File: src/hdl/lnp_pkg.sv
`default_nettype none
package lnp_pkg;

  localparam int LNP_STACK_DEPTH = 128;
  localparam int NOTE_W = 7;
  localparam int KIND_W = 2;
  localparam int CNT_W = 8;

  localparam logic [KIND_W-1:0] K_NOTE_ON  = 2'd0;
  localparam logic [KIND_W-1:0] K_NOTE_OFF = 2'd1;
  localparam logic [KIND_W-1:0] K_CLEAR    = 2'd2;

  typedef struct packed {
    logic              legato;
    logic [NOTE_W-1:0] top_note;
    logic              top_valid;
    logic [CNT_W-1:0]  held_count;
    logic              multi_held;
    logic              was_down;
    logic              stack_full;
  } res_t;

  function automatic res_t make_res(input logic leg, input logic [NOTE_W-1:0] top,
                                    input logic [CNT_W-1:0] cnt, input logic down,
                                    input logic full);
    res_t r;
    r.legato     = leg;
    r.top_valid  = (cnt != '0);
    r.top_note   = (cnt != '0) ? top : '0;
    r.held_count = cnt;
    r.multi_held = (cnt > CNT_W'(1));
    r.was_down   = down;
    r.stack_full = full;
    return r;
  endfunction

endpackage
`default_nettype wire

File: src/hdl/lnp_stack_ram.sv
`default_nettype none
module lnp_stack_ram
  import lnp_pkg::*;
#(
  parameter int STACK_DEPTH = LNP_STACK_DEPTH,
  parameter int AW = (STACK_DEPTH > 1) ? $clog2(STACK_DEPTH) : 1
) (
  input  wire logic              clk,
  input  wire logic              re,
  input  wire logic [AW-1:0]     raddr,
  output logic      [NOTE_W-1:0] rd_data,
  input  wire logic              we,
  input  wire logic [AW-1:0]     waddr,
  input  wire logic [NOTE_W-1:0] wdata
);

  logic [NOTE_W-1:0] mem [STACK_DEPTH];

  always_ff @(posedge clk) begin
    if (we) begin
      mem[waddr] <= wdata;
    end
  end

  always_ff @(posedge clk) begin
    if (re) begin
      rd_data <= mem[raddr];
    end
  end

endmodule
`default_nettype wire

File: src/hdl/lnp_seq.sv
`default_nettype none
module lnp_seq
  import lnp_pkg::*;
#(
  parameter int STACK_DEPTH = LNP_STACK_DEPTH,
  parameter int AW = (STACK_DEPTH > 1) ? $clog2(STACK_DEPTH) : 1,
  parameter int CW = $clog2(STACK_DEPTH + 1)
) (
  input  wire logic              clk,
  input  wire logic              rst,
  input  wire logic              in_valid,
  output logic                   in_stall,
  input  wire logic [KIND_W-1:0] kind,
  input  wire logic [NOTE_W-1:0] note,
  output logic                   re,
  output logic      [AW-1:0]     raddr,
  input  wire logic [NOTE_W-1:0] rd_data,
  output logic                   we,
  output logic      [AW-1:0]     waddr,
  output logic      [NOTE_W-1:0] wdata,
  output logic                   res_valid,
  input  wire logic              res_take,
  output res_t                   res
);

  localparam logic [2:0] S_IDLE  = 3'd0;
  localparam logic [2:0] S_SCAN  = 3'd1;
  localparam logic [2:0] S_APPLY = 3'd2;
  localparam logic [2:0] S_TOPWT = 3'd3;
  localparam logic [2:0] S_DONE  = 3'd4;

  logic [2:0]        state;
  logic [KIND_W-1:0] kind_r;
  logic [NOTE_W-1:0] key_r;
  logic [NOTE_W-1:0] top_r;
  logic [CW-1:0]     total;
  logic [CW-1:0]     issue;
  logic [AW-1:0]     rd_idx;
  logic              rd_vld;
  logic              found;
  logic [AW-1:0]     pos;

  logic [CW-1:0] newt;
  logic [CW-1:0] top_idx;
  logic          scan_rd;
  logic          top_rd;
  logic          hit;
  logic          rd_last;
  logic          pos_last;
  logic          leg;
  logic          accept;

  assign accept    = in_valid && (state == S_IDLE);
  assign in_stall  = (state != S_IDLE);
  assign res_valid = (state == S_DONE);
  assign newt      = total - CW'(1);
  assign top_idx   = total - CW'(2);
  assign hit       = rd_vld && (state == S_SCAN) && !found && (rd_data == key_r);
  assign rd_last   = rd_vld && (CW'(rd_idx) == newt);
  assign pos_last  = (CW'(pos) == newt);
  assign leg       = !((total == '0) || ((total == CW'(1)) && found));

  always_comb begin
    scan_rd = (state == S_SCAN) && (issue < total);
    top_rd  = (state == S_APPLY) && (kind_r == K_NOTE_OFF) && found &&
              (newt != '0) && pos_last;
    re      = scan_rd || top_rd;
    raddr   = top_rd ? top_idx[AW-1:0] : issue[AW-1:0];
    we      = 1'b0;
    waddr   = rd_idx - AW'(1);
    wdata   = rd_data;
    if ((state == S_SCAN) && rd_vld && found && (kind_r == K_NOTE_OFF)) begin
      we = 1'b1;
    end else if ((state == S_APPLY) && (kind_r == K_NOTE_ON) && !found &&
                 (total < CW'(STACK_DEPTH))) begin
      we    = 1'b1;
      waddr = total[AW-1:0];
      wdata = key_r;
    end
  end

  always_ff @(posedge clk) begin
    if (rst) begin
      state  <= S_IDLE;
      total  <= '0;
      rd_vld <= 1'b0;
    end else begin
      rd_vld <= scan_rd;
      rd_idx <= issue[AW-1:0];
      if (scan_rd) begin
        issue <= issue + CW'(1);
      end
      case (state)
        S_IDLE: begin
          if (accept) begin
            kind_r <= kind;
            key_r  <= note;
            issue  <= '0;
            found  <= 1'b0;
            if ((kind == K_NOTE_ON) || (kind == K_NOTE_OFF)) begin
              state <= (total == '0) ? S_APPLY : S_SCAN;
            end else if (kind == K_CLEAR) begin
              total <= '0;
              res   <= make_res(1'b0, top_r, '0, 1'b0, 1'b0);
              state <= S_DONE;
            end else begin
              res   <= make_res(1'b0, top_r, CNT_W'(total), 1'b0, 1'b0);
              state <= S_DONE;
            end
          end
        end
        S_SCAN: begin
          if (hit) begin
            found <= 1'b1;
            pos   <= rd_idx;
          end
          if (rd_last) begin
            state <= S_APPLY;
          end
        end
        S_APPLY: begin
          state <= S_DONE;
          if (kind_r == K_NOTE_ON) begin
            if (found) begin
              res <= make_res(leg, top_r, CNT_W'(total), 1'b1, 1'b0);
            end else if (total >= CW'(STACK_DEPTH)) begin
              res <= make_res(leg, top_r, CNT_W'(total), 1'b0, 1'b1);
            end else begin
              total <= total + CW'(1);
              top_r <= key_r;
              res   <= make_res(leg, key_r, CNT_W'(total + CW'(1)), 1'b0, 1'b0);
            end
          end else begin
            if (!found) begin
              res <= make_res(1'b0, top_r, CNT_W'(total), 1'b0, 1'b0);
            end else begin
              total <= newt;
              if (top_rd) begin
                state <= S_TOPWT;
              end else begin
                res <= make_res(1'b0, top_r, CNT_W'(newt), 1'b1, 1'b0);
              end
            end
          end
        end
        S_TOPWT: begin
          top_r <= rd_data;
          res   <= make_res(1'b0, rd_data, CNT_W'(total), 1'b1, 1'b0);
          state <= S_DONE;
        end
        S_DONE: begin
          if (res_take) begin
            state <= S_IDLE;
          end
        end
        default: begin
          state <= S_IDLE;
        end
      endcase
    end
  end

  a_total_bound: assert property (@(posedge clk) disable iff (rst)
    total <= CW'(STACK_DEPTH))
    else $error("held count beyond stack depth");

  a_shift_off_only: assert property (@(posedge clk) disable iff (rst)
    (we && (state == S_SCAN)) |-> (kind_r == K_NOTE_OFF))
    else $error("stack shift outside a note-off");

  a_clear_empties: assert property (@(posedge clk) disable iff (rst)
    (accept && (kind == K_CLEAR)) |=> (total == '0))
    else $error("clear left keys held");

  a_scan_in_range: assert property (@(posedge clk) disable iff (rst)
    (rd_vld && (state == S_SCAN)) |-> (CW'(rd_idx) < total))
    else $error("scan read past top of stack");

endmodule
`default_nettype wire

File: src/hdl/last_note_priority_key_stack.sv
// Last-note-priority key tracker. Each transfer on the input carries a note-on, note-off or
// clear with a 7-bit note and yields exactly one result: legato flag, top held note, held
// count, multi-held, was-down and stack-full flags. Held notes live in a single stack memory
// (oldest at the bottom); whether a key is down is found by scanning that memory through its
// one read port, one entry per cycle, and a note-off closes the gap with writes made during
// the same pass. A note-on or note-off scans every held entry before it is applied and skips
// the scan when no key is held; one more read fetches the new top note when the top note is
// released while other keys stay held. A clear or an unused kind goes straight to the result.
// One item is in work at a time; the input is taken again as soon as the result sits in the
// output register, even while that result is stalled. Reset needs no clearing pass.
`default_nettype none
module last_note_priority_key_stack
  import lnp_pkg::*;
#(
  parameter int STACK_DEPTH = LNP_STACK_DEPTH
) (
  input  wire logic              clk,
  input  wire logic              rst,
  input  wire logic              in_valid,
  output logic                   in_stall,
  input  wire logic [KIND_W-1:0] kind,
  input  wire logic [NOTE_W-1:0] note,
  output logic                   out_valid,
  input  wire logic              out_stall,
  output logic                   legato,
  output logic      [NOTE_W-1:0] top_note,
  output logic                   top_valid,
  output logic      [CNT_W-1:0]  held_count,
  output logic                   multi_held,
  output logic                   was_down,
  output logic                   stack_full
);

  localparam int AW = (STACK_DEPTH > 1) ? $clog2(STACK_DEPTH) : 1;
  localparam int CW = $clog2(STACK_DEPTH + 1);

  logic              re;
  logic [AW-1:0]     raddr;
  logic [NOTE_W-1:0] rd_data;
  logic              we;
  logic [AW-1:0]     waddr;
  logic [NOTE_W-1:0] wdata;
  logic              res_valid;
  logic              res_take;
  res_t              res;
  res_t              out_r;

  lnp_stack_ram #(
    .STACK_DEPTH(STACK_DEPTH),
    .AW(AW)
  ) u_ram (
    .clk(clk),
    .re(re),
    .raddr(raddr),
    .rd_data(rd_data),
    .we(we),
    .waddr(waddr),
    .wdata(wdata)
  );

  lnp_seq #(
    .STACK_DEPTH(STACK_DEPTH),
    .AW(AW),
    .CW(CW)
  ) u_seq (
    .clk(clk),
    .rst(rst),
    .in_valid(in_valid),
    .in_stall(in_stall),
    .kind(kind),
    .note(note),
    .re(re),
    .raddr(raddr),
    .rd_data(rd_data),
    .we(we),
    .waddr(waddr),
    .wdata(wdata),
    .res_valid(res_valid),
    .res_take(res_take),
    .res(res)
  );

  assign res_take = !out_valid || !out_stall;

  always_ff @(posedge clk) begin
    if (rst) begin
      out_valid <= 1'b0;
    end else if (res_valid && res_take) begin
      out_valid <= 1'b1;
      out_r     <= res;
    end else if (!out_stall) begin
      out_valid <= 1'b0;
    end
  end

  assign legato     = out_r.legato;
  assign top_note   = out_r.top_note;
  assign top_valid  = out_r.top_valid;
  assign held_count = out_r.held_count;
  assign multi_held = out_r.multi_held;
  assign was_down   = out_r.was_down;
  assign stack_full = out_r.stack_full;

  a_result_kept: assert property (@(posedge clk) disable iff (rst)
    (res_valid && !res_take) |=> res_valid)
    else $error("pending result lost under stall");

endmodule
`default_nettype wire
File: config.mk
export PLATFORM = sky130hd
export DESIGN_NAME = last_note_priority_key_stack
export DESIGN_NICKNAME = d
export VERILOG_FILES = /design/src/hdl/lnp_pkg.sv /design/src/hdl/lnp_stack_ram.sv /design/src/hdl/lnp_seq.sv /design/src/hdl/last_note_priority_key_stack.sv
export SDC_FILE = /design/constraint.sdc
export NUM_CORES = 1
export LEC_CHECK = 0
export ABC_AREA = 1
export BUFFER_PORTS_ARGS = -buffer_cell sky130_fd_sc_hd__buf_2
export CELL_PAD_IN_SITES_DETAIL_PLACEMENT = 1
export CELL_PAD_IN_SITES_GLOBAL_PLACEMENT = 2
export CORE_MARGIN = 2
export CORE_UTILIZATION = 40
export DETAILED_ROUTE_END_ITERATION = 8
export GPL_TIMING_DRIVEN = 1
export PLACE_DENSITY_LB_ADDON = 0.1
export SYNTH_ARGS = -nofsm -noshare
export SYNTH_HDL_FRONTEND = slang
export SYNTH_SLANG_ARGS = --single-unit
File: constraint.sdc
create_clock -name clk -period 21.1 [get_ports clk]
set_input_delay 1.055 -clock clk [delete_from_list [all_inputs] [get_ports clk]]
set_output_delay 1.055 -clock clk [all_outputs]
set_load 0.02 [all_outputs]
# ---- After elaboration in Yosys (flattened, before gate mapping)
# Memories as Yosys holds them, arrays and structs flattened. A register that Yosys moved wholly into a read port is not among the register bits.
# Cells that the tools add are included.
# Widths: inputs -> output; s select.
dict set report totals {
  reg_bits 92
  ram_bits 896
  inputBits 13
  output_inout_bits 22
  elab_cells 159
  memories 1
}
dict set report op_classes {
  n_addsub 5
  n_lt_le_gt_ge 6
  n_eq_ne 25
  n_mux 51
  n_bitwise 1
  reduce_logical 45
}
# name words word_bits rd rd_clocked_by_memory_dff write_ports line_no
set memory_table {}
lappend memory_table {u_ram.mem 128 7 1 1 1 lnp_stack_ram.sv:17} ;# logic [NOTE_W-1:0] mem [STACK_DEPTH];
# cell count
set ops {}
lappend ops {{$mux 20} 5}
lappend ops {{$mux 7} 12}
lappend ops {{$mux 8} 10}
lappend ops {{$pmux 20 s3} 1}
lappend ops {{$mux 19} 3}
lappend ops {{$gt 8x1->1 const B} 3}
lappend ops {{$reduce_bool 8->1} 3}
lappend ops {{$mux 3} 7}
lappend ops {{$logic_and 1x1->1} 17}
lappend ops {{$add 8x1->8 const B} 2}
lappend ops {{$eq 7x8->1} 2}
lappend ops {{$pmux 8 s2} 1}
lappend ops {{$pmux 3 s5} 1}
lappend ops {{$pmux 7 s2} 1}
lappend ops {{$ne 2x1->1 const B} 5}
lappend ops {{$ne 2x2->1 const B} 5}
lappend ops {{$reduce_and 5->1} 2}
lappend ops {{$reduce_and 3->1} 3}
lappend ops {{$eq 8x1->1 const B} 1}
lappend ops {{$ge 8x8->1 const B} 1}
lappend ops {{$logic_not 8->1} 1}
lappend ops {{$lt 8x8->1} 1}
lappend ops {{$lt 8x8->1 const B} 1}
lappend ops {{$mux 1} 8}
lappend ops {{other kinds (24)} 37}

# ---- Logic depth before layout (Yosys ltp)
# Gate-level depths: netlist of run 1.
dict set report logic_depth {
  depth_word 9
  depth_mapped 26
  mapped_depth_nobuf 23
}

# ---- Cells and area by module
# From an unflattened synthesis of run 1, not the netlist that was laid out.
dict set report hier_totals {
  hier_cells 3791
  hier_area_um2 42841.1
}
# module instances cells_per_inst area_per_inst_um2 seq_area_each_um2
set by_module_without_submodules {}
lappend by_module_without_submodules {lnp_stack_ram 1 3152 37161.9 27116.0}
lappend by_module_without_submodules {lnp_seq 1 611 5023.6 2011.9}
lappend by_module_without_submodules {last_note_priority_key_stack 1 28 655.6 620.6}

# ---- Worst setup path after synthesis of run 1
# OpenSTA, ideal clock, no wires.
dict set report synth_path {
  path_type {reg-to-reg}
  startpoint {reg u_seq.found}
  endpoint {mem u_ram.mem[0][1] (data pin)}
  setup_ns 1.197
  t_arrival_ns 6.653
  required_ns 19.903
  path_slack_ns 13.249
  stages_incl_launch_ff 11
  n_path_buf 3
  synth_period_minus_slack_ns 7.851
  path_cell_list {edfxtp_1 -> buf_2 -> nor2_1 -> inv_1 -> nor2_1 -> inv_1 -> nor2_1 -> inv_1 -> clkbuf_1 -> clkbuf_1 -> o21ai_0}
}
dict set report synth_via {
  elab_chain_len 5
  elab_cells_between_ends 7
  cone_classes {mux (2); reduce/logical (5)}
}
# item line_no
set synth_rtl {}
lappend synth_rtl {{from (decl)} lnp_seq.sv:40} ;# logic found;
lappend synth_rtl {{from (signal assigned)} lnp_seq.sv:99} ;# found <= 1'b0;
lappend synth_rtl {{from (signal assigned)} lnp_seq.sv:114} ;# found <= 1'b1;
lappend synth_rtl {{$logic_not 1->1} lnp_seq.sv:74} ;# end else if ((state == S_APPLY) && (kind_r == K_NOTE_ON) && !found &&
lappend synth_rtl {{$logic_and 1x1->1 (2 in a row)} lnp_seq.sv:74}
lappend synth_rtl {{$mux 7} lnp_seq.sv:74}
lappend synth_rtl {{$mux 7 *} lnp_seq.sv:72} ;# if ((state == S_SCAN) && rd_vld && found && (kind_r == K_NOTE_OFF)) begin
lappend synth_rtl {{via u_ram.wdata[1]} lnp_stack_ram.sv:14} ;# input wire logic [NOTE_W-1:0] wdata
lappend synth_rtl {{to (decl)} lnp_stack_ram.sv:17}
# Mark *: on every way through the listed nets, which the timed path passes. The rest lies on a longest branch.

# ---- Final worst setup path of run 1
dict set report layout_path {
  startpoint {reg u_seq.total[0]}
  endpoint {reg u_ram.rd_data[1], read port of u_ram.mem (data pin)}
}
dict set report layout_via {
  elab_chain_len 5
  elab_cells_between_ends 10
  cone_classes {add/sub (2); order compare (1); eq/ne (1); mux (1); reduce/logical (5)}
}
# item line_no
set layout_rtl {}
lappend layout_rtl {{from (decl)} lnp_seq.sv:36} ;# logic [CW-1:0] total;
lappend layout_rtl {{from (signal assigned)} lnp_seq.sv:129} ;# total <= total + CW'(1);
lappend layout_rtl {{from (signal assigned)} lnp_seq.sv:137} ;# total <= newt;
lappend layout_rtl {{$sub 8x1->8} lnp_seq.sv:56} ;# assign newt = total - CW'(1);
lappend layout_rtl {{$reduce_bool 8->1} lnp_seq.sv:66} ;# (newt != '0) && pos_last;
lappend layout_rtl {{$logic_and 1x1->1} lnp_seq.sv:65} ;# top_rd = (state == S_APPLY) && (kind_r == K_NOTE_OFF) && found &&
lappend layout_rtl {{$logic_and 1x1->1} lnp_seq.sv:66}
lappend layout_rtl {{$mux 7 or $logic_or 1x1->1 (tied branches)} {lnp_seq.sv:68, lnp_seq.sv:67}}
lappend layout_rtl {{to (decl)} lnp_stack_ram.sv:11} ;# output logic [NOTE_W-1:0] rd_data,
# Parallel ways exist; a longest one is shown, timed or not.
# A chain may end at the register's enable or synchronous reset.

==> key figures, run 1 <==
Power
  – Power density over the cells: 111 nW/um^2
  – Total power: 0.00560 W
  – Peak VDD IR: 0.0663 mV
  – Static Leakage: 20.7 nW

STA
  – Setup Skew: 25.8 ps
  – Final TNS setup: 0 ps
  – Max Freq: 139 MHz
  – Count of final hold-check violations: 0
  – Max-slew violations: 0
  – Setup Viol. Count Final: 0
  – Slew margin rel.: 26.1%
  – Final Critical Period: 7180 ps
  – Worst setup margin: 13920 ps
  – Fin crit share: 34.0%
  – Worst-Margin Slew: 1110 ps
  – Unrepaired setup endpoints after global routing: false

Synthesis
  – EDFF count, synth: 982
  – Synth Net Count: 4562
  – Asr flop ratio synth: 0%
  – Area leader, netlist: edfxtp_1
  – Sequential fraction of the synthesis area: 65.7%
  – Area contributors post-synth: edfxtp_1 65%, nand3_1 9.8%, nand2_1 9.3%
  – Synth unique cells: 47
  – Syn Inst Count: 4532
  – Synthesized area: 45300 um^2
  – Yosys Warn Count: 0
  – Synth Area per Inst: 10.0 um^2
  – Synthesis-stage register bit count: 995
  – Post-synth top area share: 65.1%
  – Ys flop type: edfxtp_1

Final layout
  – Sequential cell area: 29700 um^2
  – Share of cells above drive strength 1: 6.11%
  – Filler Cell Count: 12400
  – Area Growth Syn to Fin: 10.9%
  – Design area: 50200 um^2
  – ANT cells: 0
  – Multi-input logic area: 11300 um^2
  – # nets final: 4539
  – Cell Count, Final, Fillers Out: 6099

CTS
  – Clock Sink Count: 995
  – Num CTS Buffers: 112
  – H-tree depth: 3
  – Hold Buf Count CTS: 0
  – CTS tree: yes
  – Clock Tree Buf Depth: 3
  – CTS resizes: 0
  – Root buf cell: clkbuf_16
  – Clock Latency Late Sink: 710 ps
  – Worst-path clk slew: 60 ps
  – Post-CTS Setup Bufs: 0

Die
  – Die area: 116000 um^2
  – Rows: 123
  – Initial core utilization: 40.3%
  – Core area: 112000 um^2
  – I/O Pins: 35
  – Die H: 341 um
  – Chip Width: 341 um

Critical path
  – CP Launch Type: register
  – Critical Path, Cell by Cell: inv_1 -> ha_1 -> xnor2_2 -> nand2_1 -> nand2_1 -> nand3_1 -> nor2_2 -> nand4_2 -> nand2_8 -> buf_4 -> buf_4 -> buf_4 -> nand2_1 -> nand3_1 -> nand3_1 -> nand3_1 -> nand3_1 -> nand3_1 -> nand2_1 -> nand2_1 -> nand2_1
  – Crit path kind: register to register
  – Critical-path maximum fanout: 119
  – Setup crit end kind: register
  – Worst Path Arrival: 7640 ps
  – Delay of the slowest critical-path stage: 810 ps
  – Crit path required time: 21560 ps
  – Critical path's slowest cell: buf_4

Global routing
  – Antenna violations before repair: 3
  – Largest net degree at the start of global routing: 188
  – GRT overflow: 0
  – First-pass GRT wire length: 214000 um
  – Vias in the first global route: 32000
  – Tot GR Track Use: 24.7%

Place
  – Gpl congestion: 0.822
  – Dpl cell area: 46800 um^2
  – HPWL after detailed placement: 84500 um
  – Placed Instances: 5895
  – Setup slack at placement: 14010 ps
  – PortBufs: 34

Detailed routing
  – Vias/cell: 5.16
  – Drt total wl: 143000 um
  – DRT iter0 DRCs: 2227
  – Pre-antenna DRT Iters: 5
  – DRC: 0
  – DR WL/cell: 23.5 um
  – Post-route ant nets: 0
  – Via Count: 31500

Hold path
  – Worst hold-check path type: register to register

Run
  – Total of max-cap violations: 0

Run status
  – Status: completed
[where the power goes]
group	switching, W	total (W)	internal, W	leakage [nW]
Sequential	0.0000420	0.00233	0.00228	8.96
Clock	0.000797	0.00187	0.00107	1.69
Combinational	0.00106	0.00140	0.000339	10.0
Total	0.00190	0.00560	0.00369	20.7
[metrics by stage]
| step | utilization, % | hold slack, ps |
|---|---|---|
| after floorplan | - | 400 |
| after global placement | 41.7 | 406 |
| after detailed placement | 41.7 | 406 |
| after CTS | 44.7 | 417 |
| after global routing | 44.7 | 422 |
| final | 44.7 | 415 |
[sequential cells by signal, summed over array words and instances (netlist names), 2 cells and up]
name / cells
top_note: 7
u_ram.rd_data: 7
u_seq.total: 8
u_seq.top_r: 7
u_seq.key_r: 7
u_seq.pos: 7
u_ram.mem: 896
u_seq.issue: 8
held_count: 8
u_seq.state: 3
u_seq.kind_r: 2
u_seq.res: 20
u_seq.rd_idx: 7
[synthesized netlist by cell type (7+ instances only)]
library cell,instances
inv_1,846
clkbuf_1,34
buf_1,18
nand2_1,1121
nor2_2,9
nor2_1,183
buf_4,22
o211ai_1,9
nand3_1,888
nand3b_1,28
edfxtp_1,982
buf_2,145
inv_2,9
nor3_1,25
dfxtp_1,13
o21ai_0,47
ha_1,17
xor2_1,12
a21oi_1,30
nand4_1,13
o2111ai_1,7
[cells by family after synthesis]
family	synth area share [%]
buffers and inverters	9.61
AO/OA/AOI/OAI	1.77
flip-flops	65.7
XOR/XNOR	0.365
adder cells (fa/ha/maj)	0.470
AND/OR/NAND/NOR	22.1
[cell type report]
class / count / area share [%]
tap: 1500 / 3.74
inverter: 859 / 6.42
sequential: 995 / 59.2
clock buffer: 139 / 5.82
timing repair buffer: 86 / 1.19
clock inverter: 65 / 1.02
multi-input combinational: 2455 / 22.6
[critical path: cells and delay by family, from the launching register on]
family / cells / cell delay [ps]
xor+xnor: 1 / 320
flops: 1 / 680
simple gates: 15 / 2450
fa+ha+maj: 1 / 450
buf+inv: 4 / 2650
[path summary, 6_finish.rpt]
path	cells after the start	from	slack [ps]	endpoint
worst max-delay path	21	u_seq.total[0]$_SDFFE_PP0P_	13920	u_ram.rd_data[1]$_DFFE_PP_
worst min-delay path	0	u_seq.res[11]$_DFFE_PP_	410	top_valid$_DFFE_PP_
worst max register to register	21	u_seq.total[0]$_SDFFE_PP0P_	13920	u_ram.rd_data[1]$_DFFE_PP_
worst min register to register	0	u_seq.res[11]$_DFFE_PP_	410	top_valid$_DFFE_PP_
[layout by cell type, fill, tap and decap left out, drive strengths merged, types with 3 or more instances in the layout]
| master | instances |
|---|---|
| buf | 86 |
| o22ai | 6 |
| nor4 | 3 |
| edfxtp | 982 |
| a221oi | 3 |
| nand3b | 28 |
| clkbuf | 139 |
| nand3 | 891 |
| xnor2 | 6 |
| ha | 17 |
| dfxtp | 13 |
| a31oi | 6 |
| bufinv | 8 |
| nand4 | 14 |
| o21ai | 55 |
| a211oi | 6 |
| inv | 859 |
| o211ai | 9 |
| o221ai | 3 |
| xor2 | 12 |
| clkinv | 57 |
| nand2 | 1128 |
| nor2 | 194 |
| nor3 | 25 |
| o2111ai | 7 |
| a21oi | 30 |
[routing by layer]
layer	track usage (%)	share of wire, %	routed length [um]
met5	0	0	0
met4	5.47	2.1	3010
met2	40.7	47	67600
met1	34.9	47	66500
met3	3.07	4.1	5920
Power figures use the tool's default switching activity.
==> inputs of run 2 (changes only) <==
==> constraint.sdc (replaced) <==
create_clock -name clk -period 7.4 [get_ports clk]
set_input_delay 0.37 -clock clk [delete_from_list [all_inputs] [get_ports clk]]
set_output_delay 0.37 -clock clk [all_outputs]
set_load 0.02 [all_outputs]
==> run 2 against run 1 <==
Effect of this change:
- first-iteration DRC count is 5.4% lower
- core utilization rose by 0.46 points
- register-to-register slack worse by 12000 ps
==> key figures, run 2 (synthesis results as in run 1) <==
Final layout
  – Largest register FFs: 896
  – Area Growth Syn to Fin: 12.0%
  – Filler Cell Count: 12400
  – Commonest cells after routing, fill and taps aside: 1119 x nand2_1, 982 x edfxtp_1, 888 x nand3_1
  – # nets final: 4554
  – Share of cells above drive strength 1: 6.75%
  – Top flop regs: u_ram.mem: 896 flops, u_seq.res: 20 flops
  – Most flops, register: u_ram.mem
  – Most common cell after layout, fill and taps aside: nand2_1
  – Design area: 50800 um^2
  – Cell Count, Final, Fillers Out: 6125

Critical path
  – Critical-path maximum fanout: 70
  – Delay of the slowest critical-path stage: 880 ps
  – WP buf/inv: 4
  – Reg2Reg Setup Slack: 1880 ps
  – Crit path kind: register to register
  – FF-to-FF path depth: 19
  – Worst r2r src: u_seq.total[0]$_SDFFE_PP0P_
  – Crit path required time: 7870 ps
  – R2R Path End: u_ram.rd_data[1]$_DFFE_PP_
  – CP Launch Type: register
  – Kind of cell adding the most delay to the critical path: simple AND/OR/NAND/NOR gates
  – Worst Path Arrival: 5990 ps
  – Critical Path, Cell by Cell: inv_1 -> ha_1 -> xnor2_2 -> nand3_1 -> nor2_1 -> nand3_4 -> nand3_4 -> inv_2 -> nand2_1 -> nand2_4 -> inv_4 -> buf_12 -> nand3_1 -> nand3_1 -> nand3_1 -> nand3_1 -> nand2_1 -> nand2_1 -> nand2_1
  – Critical path's slowest cell: inv_4
  – Most repeated library cell on the critical path: nand3_1
  – Setup crit end kind: register

CTS
  – CTS tree: yes
  – H-tree depth: 3
  – Root buf cell: clkbuf_16
  – Num CTS Buffers: 115
  – Clock Sink Count: 995
  – Worst-path clk slew: 70 ps
  – Clock Latency Late Sink: 710 ps
  – Clock Tree Buf Depth: 3

Global routing
  – Gr busiest metal: met2
  – Largest net degree at the start of global routing: 150
  – Vias in the first global route: 32100
  – Tot GR Track Use: 24.2%
  – GRT overflow: 0
  – Met3 GRT Util: 2.75%
  – First-pass GRT wire length: 211000 um
  – Grt met1 use: 32.7%
  – GRT met2 Usage: 41.7%
  – Antenna violations before repair: 1

Place
  – HPWL after detailed placement: 82100 um
  – Placed Instances: 5897
  – Dpl cell area: 47000 um^2
  – PortBufs: 34
  – Gpl congestion: 0.834

Power
  – Power density over the cells: 320 nW/um^2
  – Peak VDD IR: 0.226 mV
  – Static Leakage: 20.9 nW
  – Total power: 0.0162 W

Detailed routing
  – Vias/cell: 5.15
  – DR WL/cell: 23.0 um
  – DRC: 0
  – Post-route ant nets: 0
  – DRT iter0 DRCs: 2106
  – Pre-antenna DRT Iters: 5
  – Via Count: 31500
  – Drt total wl: 141000 um

STA
  – Max-slew violations: 0
  – Final TNS setup: 0 ps
  – Count of final hold-check violations: 0
  – Setup Viol. Count Final: 0
  – Setup Skew: 27.3 ps
  – Unrepaired setup endpoints after global routing: false
  – Max Freq: 181 MHz
  – Slew margin rel.: 8.05%
  – Final Critical Period: 5520 ps
  – Fin crit share: 74.6%
  – Worst-Margin Slew: 1370 ps

Hold path
  – Worst hold-check path type: input port to register
  – Hold Crit Endpoint: u_seq.rd_vld$_SDFF_PP0_
  – Hold path depth: 2
  – Beginning of the worst hold path: rst

Die
  – Die area: 116000 um^2
  – Rows: 123
  – Die H: 341 um
  – Core area: 112000 um^2
  – I/O Pins: 35
  – Initial core utilization: 40.3%
  – Chip Width: 341 um

Run status
  – Status: completed

Run
  – Total of max-cap violations: 0
-- run 2: changes by cell type in the layout (fill, tap and decap cells not counted), sizes merged --
cell and change:
clkinv +6, bufinv +1, dlygate4sd3 +10, inv +1, clkbuf -1, buf +2, clkinvlp +6, diode +1
-- run 2: how the worst max path moves through the flow --
stage                                           start                    endpoint  cells past startpoint
after CTS                 u_seq.total[0]$_SDFFE_PP0P_  u_ram.rd_data[6]$_DFFE_PP_                     19
final                     u_seq.total[0]$_SDFFE_PP0P_  u_ram.rd_data[1]$_DFFE_PP_                     19
after global routing      u_seq.total[0]$_SDFFE_PP0P_  u_ram.rd_data[4]$_DFFE_PP_                     19
after floorplan                 u_seq.found$_DFFE_PP_   u_ram.mem[0][1]$_DFFE_PP_                     10
after detailed placement  u_seq.total[0]$_SDFFE_PP0P_  u_ram.rd_data[1]$_DFFE_PP_                     19
after global placement    u_seq.total[0]$_SDFFE_PP0P_  u_ram.rd_data[4]$_DFFE_PP_                     19
-- run 2: power by group --
group	total, W	switching, W	internal (W)
combinational	0.00400	0.00300	0.00100
clock	0.00561	0.00238	0.00323
sequential	0.00663	0.000120	0.00651
-- run 2: timing repair --
| action | CTS | global route |
|---|---|---|
| endpoints found under the hold margin | 10 | 0 |
| endpoints found under the setup margin | 0 | 0 |
| gates resized for setup | 0 | 0 |
| setup buffers | 0 | 0 |
| hold buffers | 10 | 0 |
-- run 2: area by class of cell --
cell class              instances  area [um^2]  area share (%)
clock inverters                79          648            1.28
diodes                          1         2.50         0.00493
clock buffers                 138         3040            5.98
repair buffers                 98          876            1.73
inverters                     859         3230            6.36
flip-flops and latches        995        29700            58.6
multi-input cells            2455        11300            22.4
well taps                    1500         1880            3.70
-- run 2: per-stage QoR --
| step | hold WS, ps | util (%) | setup slack (ps) |
|---|---|---|---|
| after floorplan | 400 | - | -451 |
| after global placement | 405 | 41.8 | 1850 |
| after detailed placement | 406 | 41.8 | 1850 |
| after CTS | 69.2 | 45.2 | 1830 |
| after global routing | 123 | 45.2 | 1530 |
| final | 119 | 45.2 | 1880 |
-- run 2: metal layers --
layer / part of all wire (%) / wire [um]
met5: 0 / 0
met4: 2.5 / 3480
met3: 3.3 / 4680
met2: 49 / 69500
met1: 45 / 63200
